`config.mk`:
```
export PLATFORM = sky130hd
export DESIGN_NAME = se3nma_fifo
export DESIGN_NICKNAME = d
export VERILOG_FILES = /design/src/hdl/se3nma_pkg.sv /design/src/hdl/se3nma_fifo.sv
export SDC_FILE = /design/constraint.sdc
export NUM_CORES = 2
export LEC_CHECK = 0
export BUFFER_PORTS_ARGS = -buffer_cell sky130_fd_sc_hd__buf_2
export CORE_AREA = 2 2 500 502
export DETAILED_ROUTE_END_ITERATION = 6
export DIE_AREA = 0 0 502 504
export SYNTH_ARGS = -nofsm -noshare
export SYNTH_HDL_FRONTEND = slang
export SYNTH_SLANG_ARGS = --single-unit
export TNS_END_PERCENT = 30
```
`constraint.sdc`:
```
create_clock -name i_clk -period 23.8 [get_ports i_clk]
set_input_delay 1.19 -clock i_clk [delete_from_list [all_inputs] [get_ports i_clk]]
set_output_delay 1.19 -clock i_clk [all_outputs]
set_load 0.005 [all_outputs]
```
`src/hdl/se3nma_pkg.sv`:
```
package se3nma_pkg;

    localparam int COORD_WIDTH  = 24;
    localparam int WEIGHT_WIDTH = 16;
    localparam int ROUND_SHIFT  = 12;
    localparam int RND_W        = COORD_WIDTH + WEIGHT_WIDTH + 2;
    localparam int A_W          = COORD_WIDTH + 6;
    localparam int PROD_W       = 2 * A_W;
    localparam int EXT_W        = (PROD_W > 65) ? PROD_W : 65;
    localparam int SUM_W        = 64;
    localparam int SUM_COUNT    = 10;
    localparam int DIM          = 6;
    localparam int IDX_W        = 3;
    localparam int FIFO_DEPTH   = 4;
    localparam int FIFO_AW      = 2;

    localparam logic signed [RND_W-1:0] RND_HALF = RND_W'(2 ** (ROUND_SHIFT - 1));

    typedef logic signed [SUM_W-1:0] t_sum;

    localparam t_sum SUM_MAX = {1'b0, {(SUM_W - 1){1'b1}}};
    localparam t_sum SUM_MIN = {1'b1, {(SUM_W - 1){1'b0}}};

    typedef enum logic [3:0] {
        S_BBCC = 4'd0,
        S_AACC = 4'd1,
        S_AABB = 4'd2,
        S_AB   = 4'd3,
        S_AC   = 4'd4,
        S_BC   = 4'd5,
        S_AW   = 4'd6,
        S_BW   = 4'd7,
        S_CW   = 4'd8,
        S_WW   = 4'd9
    } t_sum_sel;

    typedef enum logic [1:0] {
        E_ZERO = 2'd0,
        E_POS  = 2'd1,
        E_NEG  = 2'd2
    } t_ekind;

    typedef struct packed {
        t_ekind   kind;
        t_sum_sel sel;
    } t_map_ent;

    typedef struct packed {
        logic [SUM_COUNT-1:0][SUM_W-1:0] term;
        logic                            last;
    } t_item;

    function automatic t_sum sat_add(input t_sum p, input t_sum q);
        logic signed [SUM_W:0] s;
        s = {p[SUM_W-1], p} + {q[SUM_W-1], q};
        if (s[SUM_W] != s[SUM_W-1]) begin
            return s[SUM_W] ? SUM_MIN : SUM_MAX;
        end
        return s[SUM_W-1:0];
    endfunction

    function automatic t_sum sat_neg(input t_sum v);
        if (v == SUM_MIN) begin
            return SUM_MAX;
        end
        return -v;
    endfunction

    function automatic t_sum sat_wide(input logic signed [EXT_W-1:0] v);
        logic [EXT_W-SUM_W:0] top;
        top = v[EXT_W-1:SUM_W-1];
        if ((&top) || !(|top)) begin
            return v[SUM_W-1:0];
        end
        return v[EXT_W-1] ? SUM_MIN : SUM_MAX;
    endfunction

    function automatic t_map_ent entry_map(input logic [IDX_W-1:0] row,
                                           input logic [IDX_W-1:0] col);
        t_map_ent e;
        e = '{E_ZERO, S_BBCC};
        case ({row, col})
            6'o00: e = '{E_POS, S_BBCC};
            6'o01: e = '{E_NEG, S_AB};
            6'o02: e = '{E_NEG, S_AC};
            6'o04: e = '{E_NEG, S_CW};
            6'o05: e = '{E_POS, S_BW};
            6'o10: e = '{E_NEG, S_AB};
            6'o11: e = '{E_POS, S_AACC};
            6'o12: e = '{E_NEG, S_BC};
            6'o13: e = '{E_POS, S_CW};
            6'o15: e = '{E_NEG, S_AW};
            6'o20: e = '{E_NEG, S_AC};
            6'o21: e = '{E_NEG, S_BC};
            6'o22: e = '{E_POS, S_AABB};
            6'o23: e = '{E_NEG, S_BW};
            6'o24: e = '{E_POS, S_AW};
            6'o31: e = '{E_POS, S_CW};
            6'o32: e = '{E_NEG, S_BW};
            6'o33: e = '{E_POS, S_WW};
            6'o40: e = '{E_NEG, S_CW};
            6'o42: e = '{E_POS, S_AW};
            6'o44: e = '{E_POS, S_WW};
            6'o50: e = '{E_POS, S_BW};
            6'o51: e = '{E_NEG, S_AW};
            6'o55: e = '{E_POS, S_WW};
            default: e = '{E_ZERO, S_BBCC};
        endcase
        return e;
    endfunction

endpackage

```
`src/hdl/se3nma_fifo.sv`:
```
module se3nma_fifo (
    input  logic              i_clk,
    input  logic              i_rst_n,
    input  logic              i_push_valid,
    input  se3nma_pkg::t_item i_push_item,
    output logic              o_full,
    output logic              o_pop_valid,
    output se3nma_pkg::t_item o_pop_item,
    input  logic              i_pop_ready
);
    import se3nma_pkg::*;

    t_item              r_mem [FIFO_DEPTH];
    logic [FIFO_AW-1:0] r_wr;
    logic [FIFO_AW-1:0] r_rd;
    logic [FIFO_AW:0]   r_cnt;
    logic               w_push;
    logic               w_pop;

    assign o_full      = (r_cnt == (FIFO_AW + 1)'(FIFO_DEPTH));
    assign o_pop_valid = (r_cnt != '0);
    assign o_pop_item  = r_mem[r_rd];
    assign w_push      = i_push_valid && !o_full;
    assign w_pop       = o_pop_valid && i_pop_ready;

    always_ff @(posedge i_clk) begin
        if (!i_rst_n) begin
            r_wr  <= '0;
            r_rd  <= '0;
            r_cnt <= '0;
        end else begin
            if (w_push) begin
                r_wr <= (r_wr == FIFO_AW'(FIFO_DEPTH - 1)) ? '0 : r_wr + 1'b1;
            end
            if (w_pop) begin
                r_rd <= (r_rd == FIFO_AW'(FIFO_DEPTH - 1)) ? '0 : r_rd + 1'b1;
            end
            if (w_push && !w_pop) begin
                r_cnt <= r_cnt + 1'b1;
            end else if (w_pop && !w_push) begin
                r_cnt <= r_cnt - 1'b1;
            end
        end
    end

    always_ff @(posedge i_clk) begin
        if (w_push) begin
            r_mem[r_wr] <= i_push_item;
        end
    end

endmodule

```
Yosys cells after proc, flatten, opt, wreduce, memory -nomap -nowiden
Memories as Yosys holds them, arrays and structs flattened. A register that Yosys moved wholly into a read port is not among the register bits. Cells that the tools add are included.

Add/subtract/negate cells: 4. Eq/ne operators: 3. Muxes and demuxes: 8. Reduce and logical (&&, ||, !) cells: 9.

Operators by type and width (count): two-way mux 2 bit (4); two-way mux 3 bit (2); adder 2 x 1 -> 2 bit, second input constant (2); == test 2 bit, second input constant (2); logical AND 1 bit (4); adder 3 x 1 -> 3 bit, second input constant (1); == test 3 bit, second input constant (1); logical NOT 1 bit (3); nonzero test 3 bit (1); subtractor 3 x 1 -> 3 bit, second input constant (1); two-way mux 1 bit (2); nonzero test 2 bit (1).

Register bits after elaboration: 7. Memory bits (writable): 2564. Input bits: 645. Output and inout bits: 643. Memories: 1.

Memory list: r_mem (depth 4, bits a word 641, read ports 1, clocked after memory_dff 1, write ports 1, line se3nma_fifo.sv:13) `t_item r_mem [FIFO_DEPTH];`.

Depth between registers and ports, before layout
Depth after elaboration: 7. Gate-level depth with buffers: 9.

Least setup slack after synthesis
No wires, ideal clock.

Kind: input to register. Start point: input port i_push_valid. End point: memory r_mem[0][0] in the netlist's numbering (enable). Library setup time: 1.092 ns. Arrival: 16.027 ns. Data required time: 22.708 ns. Path slack: 6.682 ns. Cell stages on the path: 3. Cell sequence: nor2b_1 > clkbuf_1 > and2_1.

Cells in the longest elaborated chain, start to end: 3.

Ends and longest elaborated chain: start: declaration (line se3nma_fifo.sv:4) `input logic i_push_valid,`; logical AND 1 bit (line se3nma_fifo.sv:23) `assign w_push = i_push_valid && !o_full;`; net w_push (line se3nma_fifo.sv:17) `logic w_push;`; two-way mux 1 bit (line se3nma_fifo.sv:47) `if (w_push) begin`; two-way mux 1 bit (not written as such) (line se3nma_fifo.sv:48) `r_mem[r_wr] <= i_push_item;`; end: declaration (line se3nma_fifo.sv:13).

The timed path passes the listed nets, and every way through them passes these cells.

==> out/results.ini <==
[cts]
ctsResizeCount=0
clock_sinks=2573
postCtsSetupBuffers=0
numCtsBuffers=287
clkLatencyLatePin_ns=0.91
clockBufferDepth=4
tritoncts=yes
clk_pin_slew_ns=0.06
htreeDepth=5
clock-root-buffer=clkbuf_16
holdBufCountCts=0

[yosys]
synth_top_family_by_area=multiplexers
syn_nets=4050
synthesis.area_um2=92900
yosys_register_bits=2573
synthSimpleGateAreaFrac_pct=0.112
ys_seq_area_share_pct=83.0
yosys.area_share.adder_pct=0.102
synth.distinct_cells=24
synth_cells=3398
synthMuxAreaShare_pct=15.6
yosys_warnings=0
synthXorXnorAreaFrac_pct=0.0188
postSynthAreaPerCell_um2=27.3
synth_compound_area_share_pct=0.0323

[die]
pin_count=1288
initial_utilization_pct=37.5
row_count=183
die_w_um=502
die_h_um=504
core-area_um2=248000
dieArea_um2=253000

[route]
totalWireLength_mm=240
drc=0
vias=43259
wl_met2_mm=117
wl_per_cell_um=28.3
dr_wl_met3_mm=26.2
top_layer_used=met5
ant_nets=0
vias_per_cell=5.10
first_pass_iters=7
drtIter0Drc=3636
drt-met1-wl_mm=88.3

[layout]
layout.cells.non_filler=8485
area_delta_synth_final_pct=20.3
nets=5543
layout-drive-gt1-share_pct=46.5

[worst_setup_path]
worstPathRequired_ns=22.61
timing.rr.start=r_cnt[0]$_SDFFE_PN0P_
end_kind=output port
crit_arrival_ns=5.20
reg2reg_depth=7
rrSetupSlack_ns=18.39
reg2reg_to=r_mem[3][615]$_DFFE_PP_
path_class=flop to output port
cp-start-kind=flop
crit_fanout=102

[global_route]
grt_max_degree=147
antenna_found_initial=171
grt_pass1_vias=45098
grt_first_pass_wirelength_mm=336
grt_usage_pct=18.6
overflow=0

[worst_hold_path]
hp-class=primary input to flop
min_to=r_mem[1][312]$_DFFE_PP_
whs_path_depth=1
hold_start=i_push_item[312]

[outcome]
status=finished, final reports clean

[sta]
drv_slew=0
worst_pin_slew_ns=1.26
period_share_pct=26.9
slew_headroom_pct=16.2
hold_violations=0
fin_skew_ns=0.0696
setup_viol=0
setup_tns_ns=0
rsz0062_at_grt=no
fin_crit_ns=6.39
fin_ws_ns=17.41
fmax_mhz=156

[placement]
port_buffers=1287
dp_hpwl_mm=160
dp_slack_ns=17.40
dp_cells=7932
finalWeightedCongestion=0.814

[pwr]
p_per_area_nw_per_um2=110
irDropWorstVdd_mv=0.0728
p_leak_nw=36.7

[job]
maxCapViolCount=0

how the worst max path moves through the flow:
stage | startpoint | endpoint | slack [ns] | depth (start not counted)
floorplan | i_push_valid | r_mem[0][0]$_DFFE_PP_ | 6.68 | 3
global placement | i_push_valid | r_mem[3][595]$_DFFE_PP_ | 17.38 | 7
detailed placement | i_push_valid | r_mem[3][450]$_DFFE_PP_ | 17.40 | 7
CTS | flop | o_pop_item[141] | 17.03 | 5
global route | flop | o_pop_item[141] | 16.80 | 5
finish | flop | o_pop_item[141] | 17.41 | 5
worst max-delay path, stage by stage (launching register included):
cell	delay, ns
dfxtp_4	0.87
buf_4	0.77
buf_12	0.63
buf_4	0.91
mux4_2	0.66
buf_2	0.18
per-stage QoR:
stage               hold WS, ns  util [%]  cell area, um2  total power, mW
finish                    0.469      45.2          112000             12.3
global route              0.382      45.1          112000             12.8
CTS                       0.364      45.1          112000             12.5
detailed placement        0.491      41.6          103000             8.40
global placement          0.487      41.6          103000             8.38
floorplan                 0.468         -           92900             7.49
synthesized netlist by cell type:
master / instances / area, um2
and2_1: 5 / 31.3
nand3_1: 2 / 10.0
ha_1: 6 / 75.1
mux4_2: 641 / 14400
buf_4: 1 / 7.51
nor2b_1: 2 / 12.5
dfxtp_1: 9 / 180
buf_6: 54 / 608
xor2_1: 1 / 8.76
inv_1: 3 / 11.3
nor3b_1: 1 / 7.51
o21ai_0: 3 / 15.0
mux2i_1: 3 / 30.0
clkbuf_1: 11 / 41.3
fa_1: 1 / 20.0
xnor2_1: 1 / 8.76
o31ai_1: 1 / 7.51
buf_2: 67 / 335
nor2_1: 2 / 7.51
or3_1: 2 / 12.5
buf_1: 11 / 41.3
edfxtp_1: 2564 / 77000
nand2_1: 6 / 22.5
a21boi_0: 1 / 7.51
sequential cells by signal, indices dropped and copies added (netlist names), named ones only:
signal	flops
r_mem	2564
r_cnt	3
r_rd	2
r_wr	2
layer usage:
metal	vias to the layer above	global-route usage [%]
li1	17975	-
met1	22828	22.0
met2	1779	30.1
met3	589	8.03
met4	88	6.34
met5	-	0
placed cells by master, fill, tap and decap left out, drive strengths merged, types with 3 or more instances in the layout:
| cell type | instances |
|---|---|
| dfxtp | 9 |
| clkbuf | 343 |
| o21ai | 3 |
| nand2 | 6 |
| mux2i | 3 |
| buf | 1348 |
| ha | 6 |
| inv | 16 |
| and2 | 5 |
| clkinv | 121 |
| bufinv | 11 |
| mux4 | 641 |
| diode | 60 |
| clkinvlp | 5 |
| edfxtp | 2564 |
cell families after synthesis:
group | Yosys count
flip-flops | 2573
multiplexers | 644
buffers and inverters | 147
AND/OR/NAND/NOR | 20
adder cells (fa/ha/maj) | 7
AO/OA/AOI/OAI | 5
XOR/XNOR | 2
layout make-up:
| cell class | count | area [um2] |
|---|---|---|
| tap | 3330 | 4170 |
| clock inverter | 150 | 1110 |
| inverter | 3 | 11.3 |
| antenna | 60 | 150 |
| timing repair buffer | 1348 | 7000 |
| sequential | 2573 | 77200 |
| multi-input combinational | 678 | 14700 |
| clock buffer | 343 | 7460 |
| fill | 20694 | 136000 |
power by group:
group	switching [mW]	internal (mW)	total, mW
Sequential	0.114	5.52	5.64
Combinational	1.44	1.15	2.59
Clock	1.72	2.35	4.07
Total	3.27	9.02	12.3
Power figures use the tool's default switching activity.
