**config.mk**
```make
export PLATFORM = sky130hd
export DESIGN_NAME = se3nma_back_flat
export DESIGN_NICKNAME = d
export VERILOG_FILES = /design/src/hdl/se3nma_pkg.sv /design/src/hdl/se3nma_if.sv /design/src/hdl/se3nma_back.sv /design/src/flat_wrapper.sv
export SDC_FILE = /design/constraint.sdc
export NUM_CORES = 2
export LEC_CHECK = 0
export ABC_CLOCK_PERIOD_IN_PS = 19000
export BUFFER_PORTS_ARGS = -buffer_cell sky130_fd_sc_hd__buf_2
export CAP_MARGIN = 10
export CORE_MARGIN = 2
export CORE_UTILIZATION = 25
export DETAILED_ROUTE_END_ITERATION = 10
export PLACE_DENSITY = 0.36
export SLEW_MARGIN = 15
export SYNTH_ARGS = -nofsm -noshare
export SYNTH_HDL_FRONTEND = slang
export SYNTH_SLANG_ARGS = --single-unit
```
**constraint.sdc**
```tcl
create_clock -name i_clk -period 19 [get_ports i_clk]
set_clock_uncertainty 0.05 [all_clocks]
set_input_delay 0.95 -clock i_clk [delete_from_list [all_inputs] [get_ports i_clk]]
set_output_delay 0.95 -clock i_clk [all_outputs]
set_load 0.02 [all_outputs]
```
**src/hdl/se3nma_pkg.sv**
```systemverilog
package se3nma_pkg;

    localparam int COORD_WIDTH  = 24;
    localparam int WEIGHT_WIDTH = 16;
    localparam int ROUND_SHIFT  = 12;
    localparam int RND_W        = COORD_WIDTH + WEIGHT_WIDTH + 2;
    localparam int A_W          = COORD_WIDTH + 6;
    localparam int PROD_W       = 2 * A_W;
    localparam int EXT_W        = (PROD_W > 65) ? PROD_W : 65;
    localparam int SUM_W        = 64;
    localparam int SUM_COUNT    = 10;
    localparam int DIM          = 6;
    localparam int IDX_W        = 3;
    localparam int FIFO_DEPTH   = 4;
    localparam int FIFO_AW      = 2;

    localparam logic signed [RND_W-1:0] RND_HALF = RND_W'(2 ** (ROUND_SHIFT - 1));

    typedef logic signed [SUM_W-1:0] t_sum;

    localparam t_sum SUM_MAX = {1'b0, {(SUM_W - 1){1'b1}}};
    localparam t_sum SUM_MIN = {1'b1, {(SUM_W - 1){1'b0}}};

    typedef enum logic [3:0] {
        S_BBCC = 4'd0,
        S_AACC = 4'd1,
        S_AABB = 4'd2,
        S_AB   = 4'd3,
        S_AC   = 4'd4,
        S_BC   = 4'd5,
        S_AW   = 4'd6,
        S_BW   = 4'd7,
        S_CW   = 4'd8,
        S_WW   = 4'd9
    } t_sum_sel;

    typedef enum logic [1:0] {
        E_ZERO = 2'd0,
        E_POS  = 2'd1,
        E_NEG  = 2'd2
    } t_ekind;

    typedef struct packed {
        t_ekind   kind;
        t_sum_sel sel;
    } t_map_ent;

    typedef struct packed {
        logic [SUM_COUNT-1:0][SUM_W-1:0] term;
        logic                            last;
    } t_item;

    function automatic t_sum sat_add(input t_sum p, input t_sum q);
        logic signed [SUM_W:0] s;
        s = {p[SUM_W-1], p} + {q[SUM_W-1], q};
        if (s[SUM_W] != s[SUM_W-1]) begin
            return s[SUM_W] ? SUM_MIN : SUM_MAX;
        end
        return s[SUM_W-1:0];
    endfunction

    function automatic t_sum sat_neg(input t_sum v);
        if (v == SUM_MIN) begin
            return SUM_MAX;
        end
        return -v;
    endfunction

    function automatic t_sum sat_wide(input logic signed [EXT_W-1:0] v);
        logic [EXT_W-SUM_W:0] top;
        top = v[EXT_W-1:SUM_W-1];
        if ((&top) || !(|top)) begin
            return v[SUM_W-1:0];
        end
        return v[EXT_W-1] ? SUM_MIN : SUM_MAX;
    endfunction

    function automatic t_map_ent entry_map(input logic [IDX_W-1:0] row,
                                           input logic [IDX_W-1:0] col);
        t_map_ent e;
        e = '{E_ZERO, S_BBCC};
        case ({row, col})
            6'o00: e = '{E_POS, S_BBCC};
            6'o01: e = '{E_NEG, S_AB};
            6'o02: e = '{E_NEG, S_AC};
            6'o04: e = '{E_NEG, S_CW};
            6'o05: e = '{E_POS, S_BW};
            6'o10: e = '{E_NEG, S_AB};
            6'o11: e = '{E_POS, S_AACC};
            6'o12: e = '{E_NEG, S_BC};
            6'o13: e = '{E_POS, S_CW};
            6'o15: e = '{E_NEG, S_AW};
            6'o20: e = '{E_NEG, S_AC};
            6'o21: e = '{E_NEG, S_BC};
            6'o22: e = '{E_POS, S_AABB};
            6'o23: e = '{E_NEG, S_BW};
            6'o24: e = '{E_POS, S_AW};
            6'o31: e = '{E_POS, S_CW};
            6'o32: e = '{E_NEG, S_BW};
            6'o33: e = '{E_POS, S_WW};
            6'o40: e = '{E_NEG, S_CW};
            6'o42: e = '{E_POS, S_AW};
            6'o44: e = '{E_POS, S_WW};
            6'o50: e = '{E_POS, S_BW};
            6'o51: e = '{E_NEG, S_AW};
            6'o55: e = '{E_POS, S_WW};
            default: e = '{E_ZERO, S_BBCC};
        endcase
        return e;
    endfunction

endpackage

```
**src/hdl/se3nma_if.sv**
```systemverilog


interface se3nma_out_if;
    import se3nma_pkg::*;

    logic                    valid;
    logic                    ready;
    logic        [IDX_W-1:0] row_index;
    logic        [IDX_W-1:0] col_index;
    logic signed [SUM_W-1:0] entry_value;
    logic                    last_entry;

    modport source (
        output valid, row_index, col_index, entry_value, last_entry,
        input  ready
    );

    modport sink (
        input  valid, row_index, col_index, entry_value, last_entry,
        output ready
    );
endinterface

```
**src/hdl/se3nma_back.sv**
```systemverilog
module se3nma_back (
    input  logic              i_clk,
    input  logic              i_rst_n,
    input  logic              i_pop_valid,
    input  se3nma_pkg::t_item i_pop_item,
    output logic              o_pop_ready,
    se3nma_out_if.source      o_mat
);
    import se3nma_pkg::*;

    t_sum             r_sums [SUM_COUNT];
    logic             r_emit;
    logic [IDX_W-1:0] r_row;
    logic [IDX_W-1:0] r_col;
    logic             r_ovalid;
    logic [IDX_W-1:0] r_orow;
    logic [IDX_W-1:0] r_ocol;
    t_sum             r_oval;
    logic             r_olast;

    logic             w_pop;
    logic             w_out_free;
    logic             w_step;
    logic             w_last_ent;
    t_map_ent         w_ent;
    t_sum             n_oval;

    assign o_pop_ready = !r_emit;
    assign w_pop       = i_pop_valid && !r_emit;
    assign w_out_free  = !r_ovalid || o_mat.ready;
    assign w_step      = r_emit && w_out_free;
    assign w_last_ent  = (r_row == IDX_W'(DIM - 1)) && (r_col == IDX_W'(DIM - 1));
    assign w_ent       = entry_map(r_row, r_col);

    always_comb begin
        case (w_ent.kind)
            E_POS:   n_oval = r_sums[w_ent.sel];
            E_NEG:   n_oval = sat_neg(r_sums[w_ent.sel]);
            default: n_oval = '0;
        endcase
    end

    always_ff @(posedge i_clk) begin
        if (!i_rst_n) begin
            r_emit   <= 1'b0;
            r_ovalid <= 1'b0;
            for (int i = 0; i < SUM_COUNT; i++) begin
                r_sums[i] <= '0;
            end
        end else begin
            if (r_ovalid && o_mat.ready) begin
                r_ovalid <= 1'b0;
            end
            if (w_pop) begin
                for (int i = 0; i < SUM_COUNT; i++) begin
                    r_sums[i] <= sat_add(r_sums[i], i_pop_item.term[i]);
                end
                if (i_pop_item.last) begin
                    r_emit <= 1'b1;
                end
            end
            if (w_step) begin
                r_ovalid <= 1'b1;
                if (w_last_ent) begin
                    r_emit <= 1'b0;
                    for (int i = 0; i < SUM_COUNT; i++) begin
                        r_sums[i] <= '0;
                    end
                end
            end
        end
    end

    always_ff @(posedge i_clk) begin
        if (w_pop) begin
            r_row <= '0;
            r_col <= '0;
        end else if (w_step) begin
            if (r_col == IDX_W'(DIM - 1)) begin
                r_col <= '0;
                r_row <= r_row + 1'b1;
            end else begin
                r_col <= r_col + 1'b1;
            end
        end
        if (w_step) begin
            r_orow  <= r_row;
            r_ocol  <= r_col;
            r_oval  <= n_oval;
            r_olast <= w_last_ent;
        end
    end

    assign o_mat.valid       = r_ovalid;
    assign o_mat.row_index   = r_orow;
    assign o_mat.col_index   = r_ocol;
    assign o_mat.entry_value = r_oval;
    assign o_mat.last_entry  = r_olast;

endmodule

```
**src/flat_wrapper.sv**
```systemverilog
// flat-port wrapper written by rule: the top's interface ports become plain ports
module se3nma_back_flat import se3nma_pkg::*;
  (i_clk, i_rst_n, i_pop_valid, i_pop_item, o_pop_ready, o_mat_valid, o_mat_row_index, o_mat_col_index, o_mat_entry_value, o_mat_last_entry, o_mat_ready);
  se3nma_out_if o_mat_i ();
  input  logic i_clk;
  input  logic i_rst_n;
  input  logic i_pop_valid;
  input  se3nma_pkg::t_item i_pop_item;
  output logic o_pop_ready;
  output wire logic [$bits(o_mat_i.valid)-1:0] o_mat_valid;
  output wire logic [$bits(o_mat_i.row_index)-1:0] o_mat_row_index;
  output wire logic [$bits(o_mat_i.col_index)-1:0] o_mat_col_index;
  output wire logic [$bits(o_mat_i.entry_value)-1:0] o_mat_entry_value;
  output wire logic [$bits(o_mat_i.last_entry)-1:0] o_mat_last_entry;
  input wire logic [$bits(o_mat_i.ready)-1:0] o_mat_ready;
  assign o_mat_valid = o_mat_i.valid;
  assign o_mat_row_index = o_mat_i.row_index;
  assign o_mat_col_index = o_mat_i.col_index;
  assign o_mat_entry_value = o_mat_i.entry_value;
  assign o_mat_last_entry = o_mat_i.last_entry;
  assign o_mat_i.ready = o_mat_ready;
  se3nma_back u_core (.i_clk(i_clk), .i_rst_n(i_rst_n), .i_pop_valid(i_pop_valid), .i_pop_item(i_pop_item), .o_pop_ready(o_pop_ready), .o_mat(o_mat_i));
endmodule
```
# Word level (Yosys, flattened, before mapping)
# Memories as Yosys holds them, arrays and structs flattened.
# Index checks and enable logic that the tools add are counted.
# totals
regBits,79
latch_bits,0
ram_bits,640
rom_bits,384
input_bits,645
output_inout_bits,73
elab_cells,187
mem_count,2
# classes
addsub,13
multipliers,0
div,0
n_lt_le_gt_ge,0
n_eq_ne,15
shifts,0
muxes,120
bitwise,20
n_reduce_logical,9
# memory_table
memory,words,width,rd,rd_clocked_by_memory_dff,wr,line,rtl
u_core.r_sums,10,64,11,0,10,se3nma_back.sv:11,t_sum r_sums [SUM_COUNT];
(name not given),64,6,1,0,0,se3nma_pkg.sv:82,"case ({row, col})"
# op_table
cell,count
$mux 64,72
$add 64x64->65,10
$pmux 64 s2,1
$eq 64x64->1 const B,1
$neg 64->64,1
$mux 1,46
$or 1x1->1,20
$ne 1x1->1,10
$add 3x1->3 const B,2
$eq 3x3->1 const B,2
$logic_and 1x1->1,4
$mux 3,1
$eq 2x1->1 const B,1
$eq 2x2->1 const B,1
$logic_not 1->1,2
$reduce_and 2->1,1
$reduce_bool 2->1,1
$logic_or 1x1->1,1

# Logic depth before layout (Yosys ltp)
# logic_depth
ltp_word,10
ltp_mapped,22
depth_no_buf,16

# Least setup slack after synthesis
# OpenSTA, ideal clock, no wires.
# synth_path
path_type,in2reg
from,input port o_mat_ready
to,"memory u_core.r_sums[0][0] (netlist name), enable pin"
setup_time_ns,0.706
arrival_ns,8.312
t_required_ns,18.244
slack_ns,9.933
path_stages,4
path_buffers,0
path_cell_list,nand2b_1 -> nand2_1 -> o21ai_0 -> or2_2
# synth_rtl
element,line,rtl
start: declaration,flat_wrapper.sv:15,input wire logic [$bits(o_mat_i.ready)-1:0] o_mat_ready;
end: declaration,se3nma_back.sv:11,

# Final worst setup path
# layout_path
from,register u_core.r_row[0]
to,"register u_core.r_oval[0], in the netlist u_core.o_mat.entry_value[0] (data pin)"
# layout_via
elab_chain_cells,7
word_cells_on_any_way,10
classes_between,add/sub: 1; eq/ne: 3; mux: 4; memory: 2
# layout_lines
element,line,rtl
start: declaration,se3nma_back.sv:13,logic [IDX_W-1:0] r_row;
start signal: assignment,se3nma_back.sv:81,r_row <= r_row + 1'b1;
$mem_v2 64x6 *,-,
"parallel branches: the longest is 5 deep, another holds $mem_v2 10x64",-,
$pmux 64 s2 *,se3nma_back.sv:36,case (w_ent.kind)
named net u_core.n_oval[0],se3nma_back.sv:26,t_sum n_oval;
end signal: assignment,se3nma_back.sv:89,r_oval <= n_oval;
end: declaration,se3nma_back.sv:18,t_sum r_oval;
# Mark *: on every way through the listed nets, which the timed path passes. The select of a mux whose other input is x is not followed.
# A chain may end at the register's enable or synchronous reset.

==> results_tabular.tex <==
\begin{tabular}{lr}
\hline
Metric & Value \\
\hline
\multicolumn{2}{l}{\textbf{Run status}} \\
Result of the run & completed \\
\multicolumn{2}{l}{\textbf{Drt}} \\
DRC marker count from the first detailed-route iteration & 7032 \\
Vias per cell & 5.60 \\
Drc violations & 0 \\
Wire length per cell after detailed routing & 31.8 um \\
Antenna-violating nets left & 0 \\
Iteration count of the initial detailed-routing pass & 6 \\
Vias & 69800 \\
Total routed wirelength & 396000 um \\
\multicolumn{2}{l}{\textbf{Synth}} \\
Portion of the post-synthesis area used by sequential elements & 0.308 \\
Fraction of synthesized cell area in xor and xnor cells & 0.0727 \\
Commonest register cell after synthesis & edfxtp\_1 \\
Net count of the mapped netlist & 9483 \\
Compound-cell area share of the yosys netlist & 0.290 \\
Gate count of the mapped netlist & 8176 \\
Mean cell area of the mapped netlist & 8.54 um2 \\
Multiplexer area fraction after synthesis & 0.0209 \\
Synthesized cell area & 0.0698 mm2 \\
Number of synthesized flops with an enable pin & 711 \\
Asr flop ratio synth & 0 \\
Simple-gate share of the synthesized area & 0.151 \\
Adder and majority cell fraction of the synthesized area & 0.120 \\
Seq cells post-synth & 719 \\
Yosys cell types & 114 \\
Yosys warning count & 0 \\
Combinational family with the most area after synthesis & compound AO/OA/AOI/OAI gates \\
\multicolumn{2}{l}{\textbf{Hold path}} \\
Path category of the worst min-delay check & in2reg \\
Beginning of the worst hold path & i\_pop\_item[0] \\
Worst hold stages & 3 \\
Endpoint of the worst hold path & u\_core.r\_emit\$\_SDFF\_PN0\_ \\
\multicolumn{2}{l}{\textbf{Setup path}} \\
Worst path required time & 19570 ps \\
Kind of start point of the critical path & register \\
Worst reg-to-reg setup slack & 11460 ps \\
Highest fanout seen on the critical path & 50 \\
Reg2reg start & u\_core.r\_row[0]\$\_SDFFE\_PP0P\_ \\
Reg2reg path depth & 13 \\
Crit path launch & u\_core.r\_row[0]\$\_SDFFE\_PP0P\_ \\
Arrival time of data at the critical path endpoint & 8110 ps \\
Kind of cell with the highest combined delay on the critical path & simple AND/OR/NAND/NOR gates \\
Cell type of the slowest stage on the worst timing path & dfxtp\_1 \\
Delay of the slowest cell on the worst path & 930 ps \\
Most numerous cell on the critical path & nor3\_1 \\
Crit end category & register \\
Critical path, cell by cell & mux2\_2, a221oi\_4, o21a\_4, buf\_4, mux2i\_1, a32oi\_1, a31oi\_1, nand4\_1, nor3\_1, nand4\_2, nor3\_1, nand2\_1, a21oi\_1 \\
End of the worst register-to-register path & u\_core.o\_mat.entry\_value[0]\$\_DFFE\_PP\_ \\
Crit Path Category & reg2reg \\
Count of buffer and inverter cells on the critical path & 1 \\
\multicolumn{2}{l}{\textbf{Placed design}} \\
Count of input and output buffers & 717 \\
Placer Congestion & 0.971 \\
Detailed-placement wirelength estimate & 324000 um \\
Setup slack after placement & 11720 ps \\
\multicolumn{2}{l}{\textbf{Timing}} \\
Count of pins over their slew limit & 0 \\
Peak Freq & 133 MHz \\
Setup repair after global routing missed its margin & no \\
Setup ws final & 11460 ps \\
Actual slew at the worst max-slew pin & 1230 ps \\
Max-slew headroom & 0.171 \\
Period minus WS final & 7540 ps \\
Finish-stage setup viols & 0 \\
Hold Violations, Final & 0 \\
Final Cycle Share & 0.397 \\
Total negative slack & 0 ps \\
\multicolumn{2}{l}{\textbf{Floorplanning}} \\
Initial standard-cell utilization of the core & 0.251 \\
Die Ht & 533 um \\
Horizontal extent of the die & 533 um \\
Std-Cell Core Area & 0.279 mm2 \\
Full die area & 0.284 mm2 \\
I/O pins & 718 \\
Placement row count & 194 \\
\multicolumn{2}{l}{\textbf{Finish}} \\
Multi-input gate area in the final layout & 0.0459 mm2 \\
Storage element area & 0.0215 mm2 \\
Share of final-layout standard cells stronger than drive strength 1 & 0.122 \\
Highest-count cells in the layout ignoring fill and taps & 891 x a21oi\_1, 882 x o21ai\_0, 829 x nand2\_1 \\
Number of filler cells placed in the layout & 30300 \\
Total Nets Final & 9940 \\
Fin util & 0.289 \\
Synth-to-Final Area Change & 15.4\% \\
Most common cell after layout, fill and taps aside & a21oi\_1 \\
\multicolumn{2}{l}{\textbf{Global route}} \\
Global-route wire length before repair & 536000 um \\
Global-route usage over all layers & 0.267 \\
Maximum number of pins on one net before global-route repair & 138 \\
Initial antenna violation count & 65 \\
Number of global-route vias before repair & 65400 \\
Grt ovf & 0 \\
\multicolumn{2}{l}{\textbf{CTS}} \\
Hold buffers post-CTS & 0 \\
CTS tree & done \\
Master cell of the clock root buffer & clkbuf\_16 \\
Sinks on Clock Net & 719 \\
Number of cells upsized or downsized after cts & 0 \\
Clk slew on worst S/H paths & 60 ps \\
Maximum buffer depth of the clock tree & 3 \\
Buffers inserted by post-CTS timing repair & 0 \\
Count of H-tree levels built during CTS & 3 \\
Worst-skew pair later-pin latency & 810 ps \\
Inserted Clock Buffers & 109 \\
\multicolumn{2}{l}{\textbf{Power}} \\
Worst voltage drop across the vdd grid & 0.0000744 V \\
Final total power & 8.91 mW \\
P\_leak & 33.9 nW \\
Power Density & 111 mW/mm2 \\
\multicolumn{2}{l}{\textbf{Flow run}} \\
Maximum Capacitance Violations & 0 \\
\hline
\end{tabular}
-- synthesized netlist by cell type (all sizes together), types with 86 or more instances --
cell | instances | share of area
ha | 652 | 0.12
buf | 107 | 0.0097
a21o | 431 | 0.046
nand2b | 86 | 0.0077
nor2 | 417 | 0.023
o21ai | 906 | 0.065
xor2 | 290 | 0.036
o21bai | 123 | 0.013
mux2i | 138 | 0.020
a31oi | 145 | 0.013
nand3 | 222 | 0.016
a21oi | 893 | 0.064
o21a | 87 | 0.0094
and3 | 90 | 0.0081
nor2b | 92 | 0.0083
edfxtp | 711 | 0.31
xnor2 | 290 | 0.036
a211oi | 87 | 0.0097
nand4 | 135 | 0.012
clkbuf | 334 | 0.018
inv | 183 | 0.0098
nand2 | 834 | 0.045
nor3 | 118 | 0.0087
-- flip-flops by register name, summed over array words and instances (netlist names) --
signal,cells
u_core.r_sums,640
u_core.o_mat.entry_value,64
u_core.o_mat.col_index,3
u_core.o_mat.row_index,3
u_core.r_col,3
u_core.r_row,3
u_core.o_mat.last_entry,1
u_core.o_mat.valid,1
u_core.r_emit,1
-- worst reg2reg max path, delay by kind of cell, from the launching register on --
family | cells | cell delay [ps]
AOI/OAI and AO/OA | 5 | 1780
buffers and inverters | 1 | 780
DFF | 1 | 930
muxes | 2 | 1450
and+or+nand+nor | 5 | 2380
-- final cells by class --
class                   instances  share of cell area
diodes                         11            0.000342
inverters                     184             0.00859
multi-input cells            6832               0.569
repair buffers                787              0.0515
well taps                    3724              0.0578
clock inverters                78              0.0105
flip-flops and latches        719               0.267
clock buffers                 127              0.0351
-- routing by layer --
metal | up-vias | share of wire | global-route usage
met2 | 2792 | 0.42 | 0.396
li1 | 32000 | - | -
met1 | 34600 | 0.48 | 0.392
met5 | - | 0.00066 | 0
met4 | 42 | 0.040 | 0.0942
met3 | 392 | 0.064 | 0.0352
-- through the flow --
| stage | hold WS, ps | instance area (um2) | std cells |
|---|---|---|---|
| 6_report | 371 | 80600 | 12500 |
| 5_1_grt | 364 | 80500 | 12500 |
| 4_1_cts | 335 | 80500 | 12500 |
| 3_5_place_dp | 448 | 76900 | 12200 |
| 3_3_place_gp | 448 | 76900 | 12200 |
| 2_1_floorplan | 359 | 69800 | 8176 |
-- worst max-delay path by stage --
stage / endpoint / slack, ps / cells past startpoint
3_5_place_dp: u_core.o_mat.entry_value[17]$_DFFE_PP_ / 11720 / 13
6_report: u_core.o_mat.entry_value[0]$_DFFE_PP_ / 11460 / 13
4_1_cts: u_core.o_mat.entry_value[17]$_DFFE_PP_ / 11700 / 13
3_3_place_gp: u_core.o_mat.entry_value[17]$_DFFE_PP_ / 11790 / 13
5_1_grt: u_core.o_mat.entry_value[13]$_DFFE_PP_ / 11250 / 13
2_1_floorplan: u_core.r_sums[0][0]$_SDFFCE_PP0P_ / 9930 / 4
-- power by group --
group          internal [mW]  switching (mW)
clock network           1.29           0.907
registers               2.13           0.570
logic                   1.47            2.54
total                   4.89            4.01
-- cell families after synthesis --
| logic type | after synthesis |
|---|---|
| AO/OA/AOI/OAI | 3233 |
| multiplexers | 144 |
| AND/OR/NAND/NOR | 2213 |
| XOR/XNOR | 580 |
| adder cells (fa/ha/maj) | 662 |
| flip-flops | 719 |
| buffers and inverters | 625 |
Power figures use the tool's default switching activity.
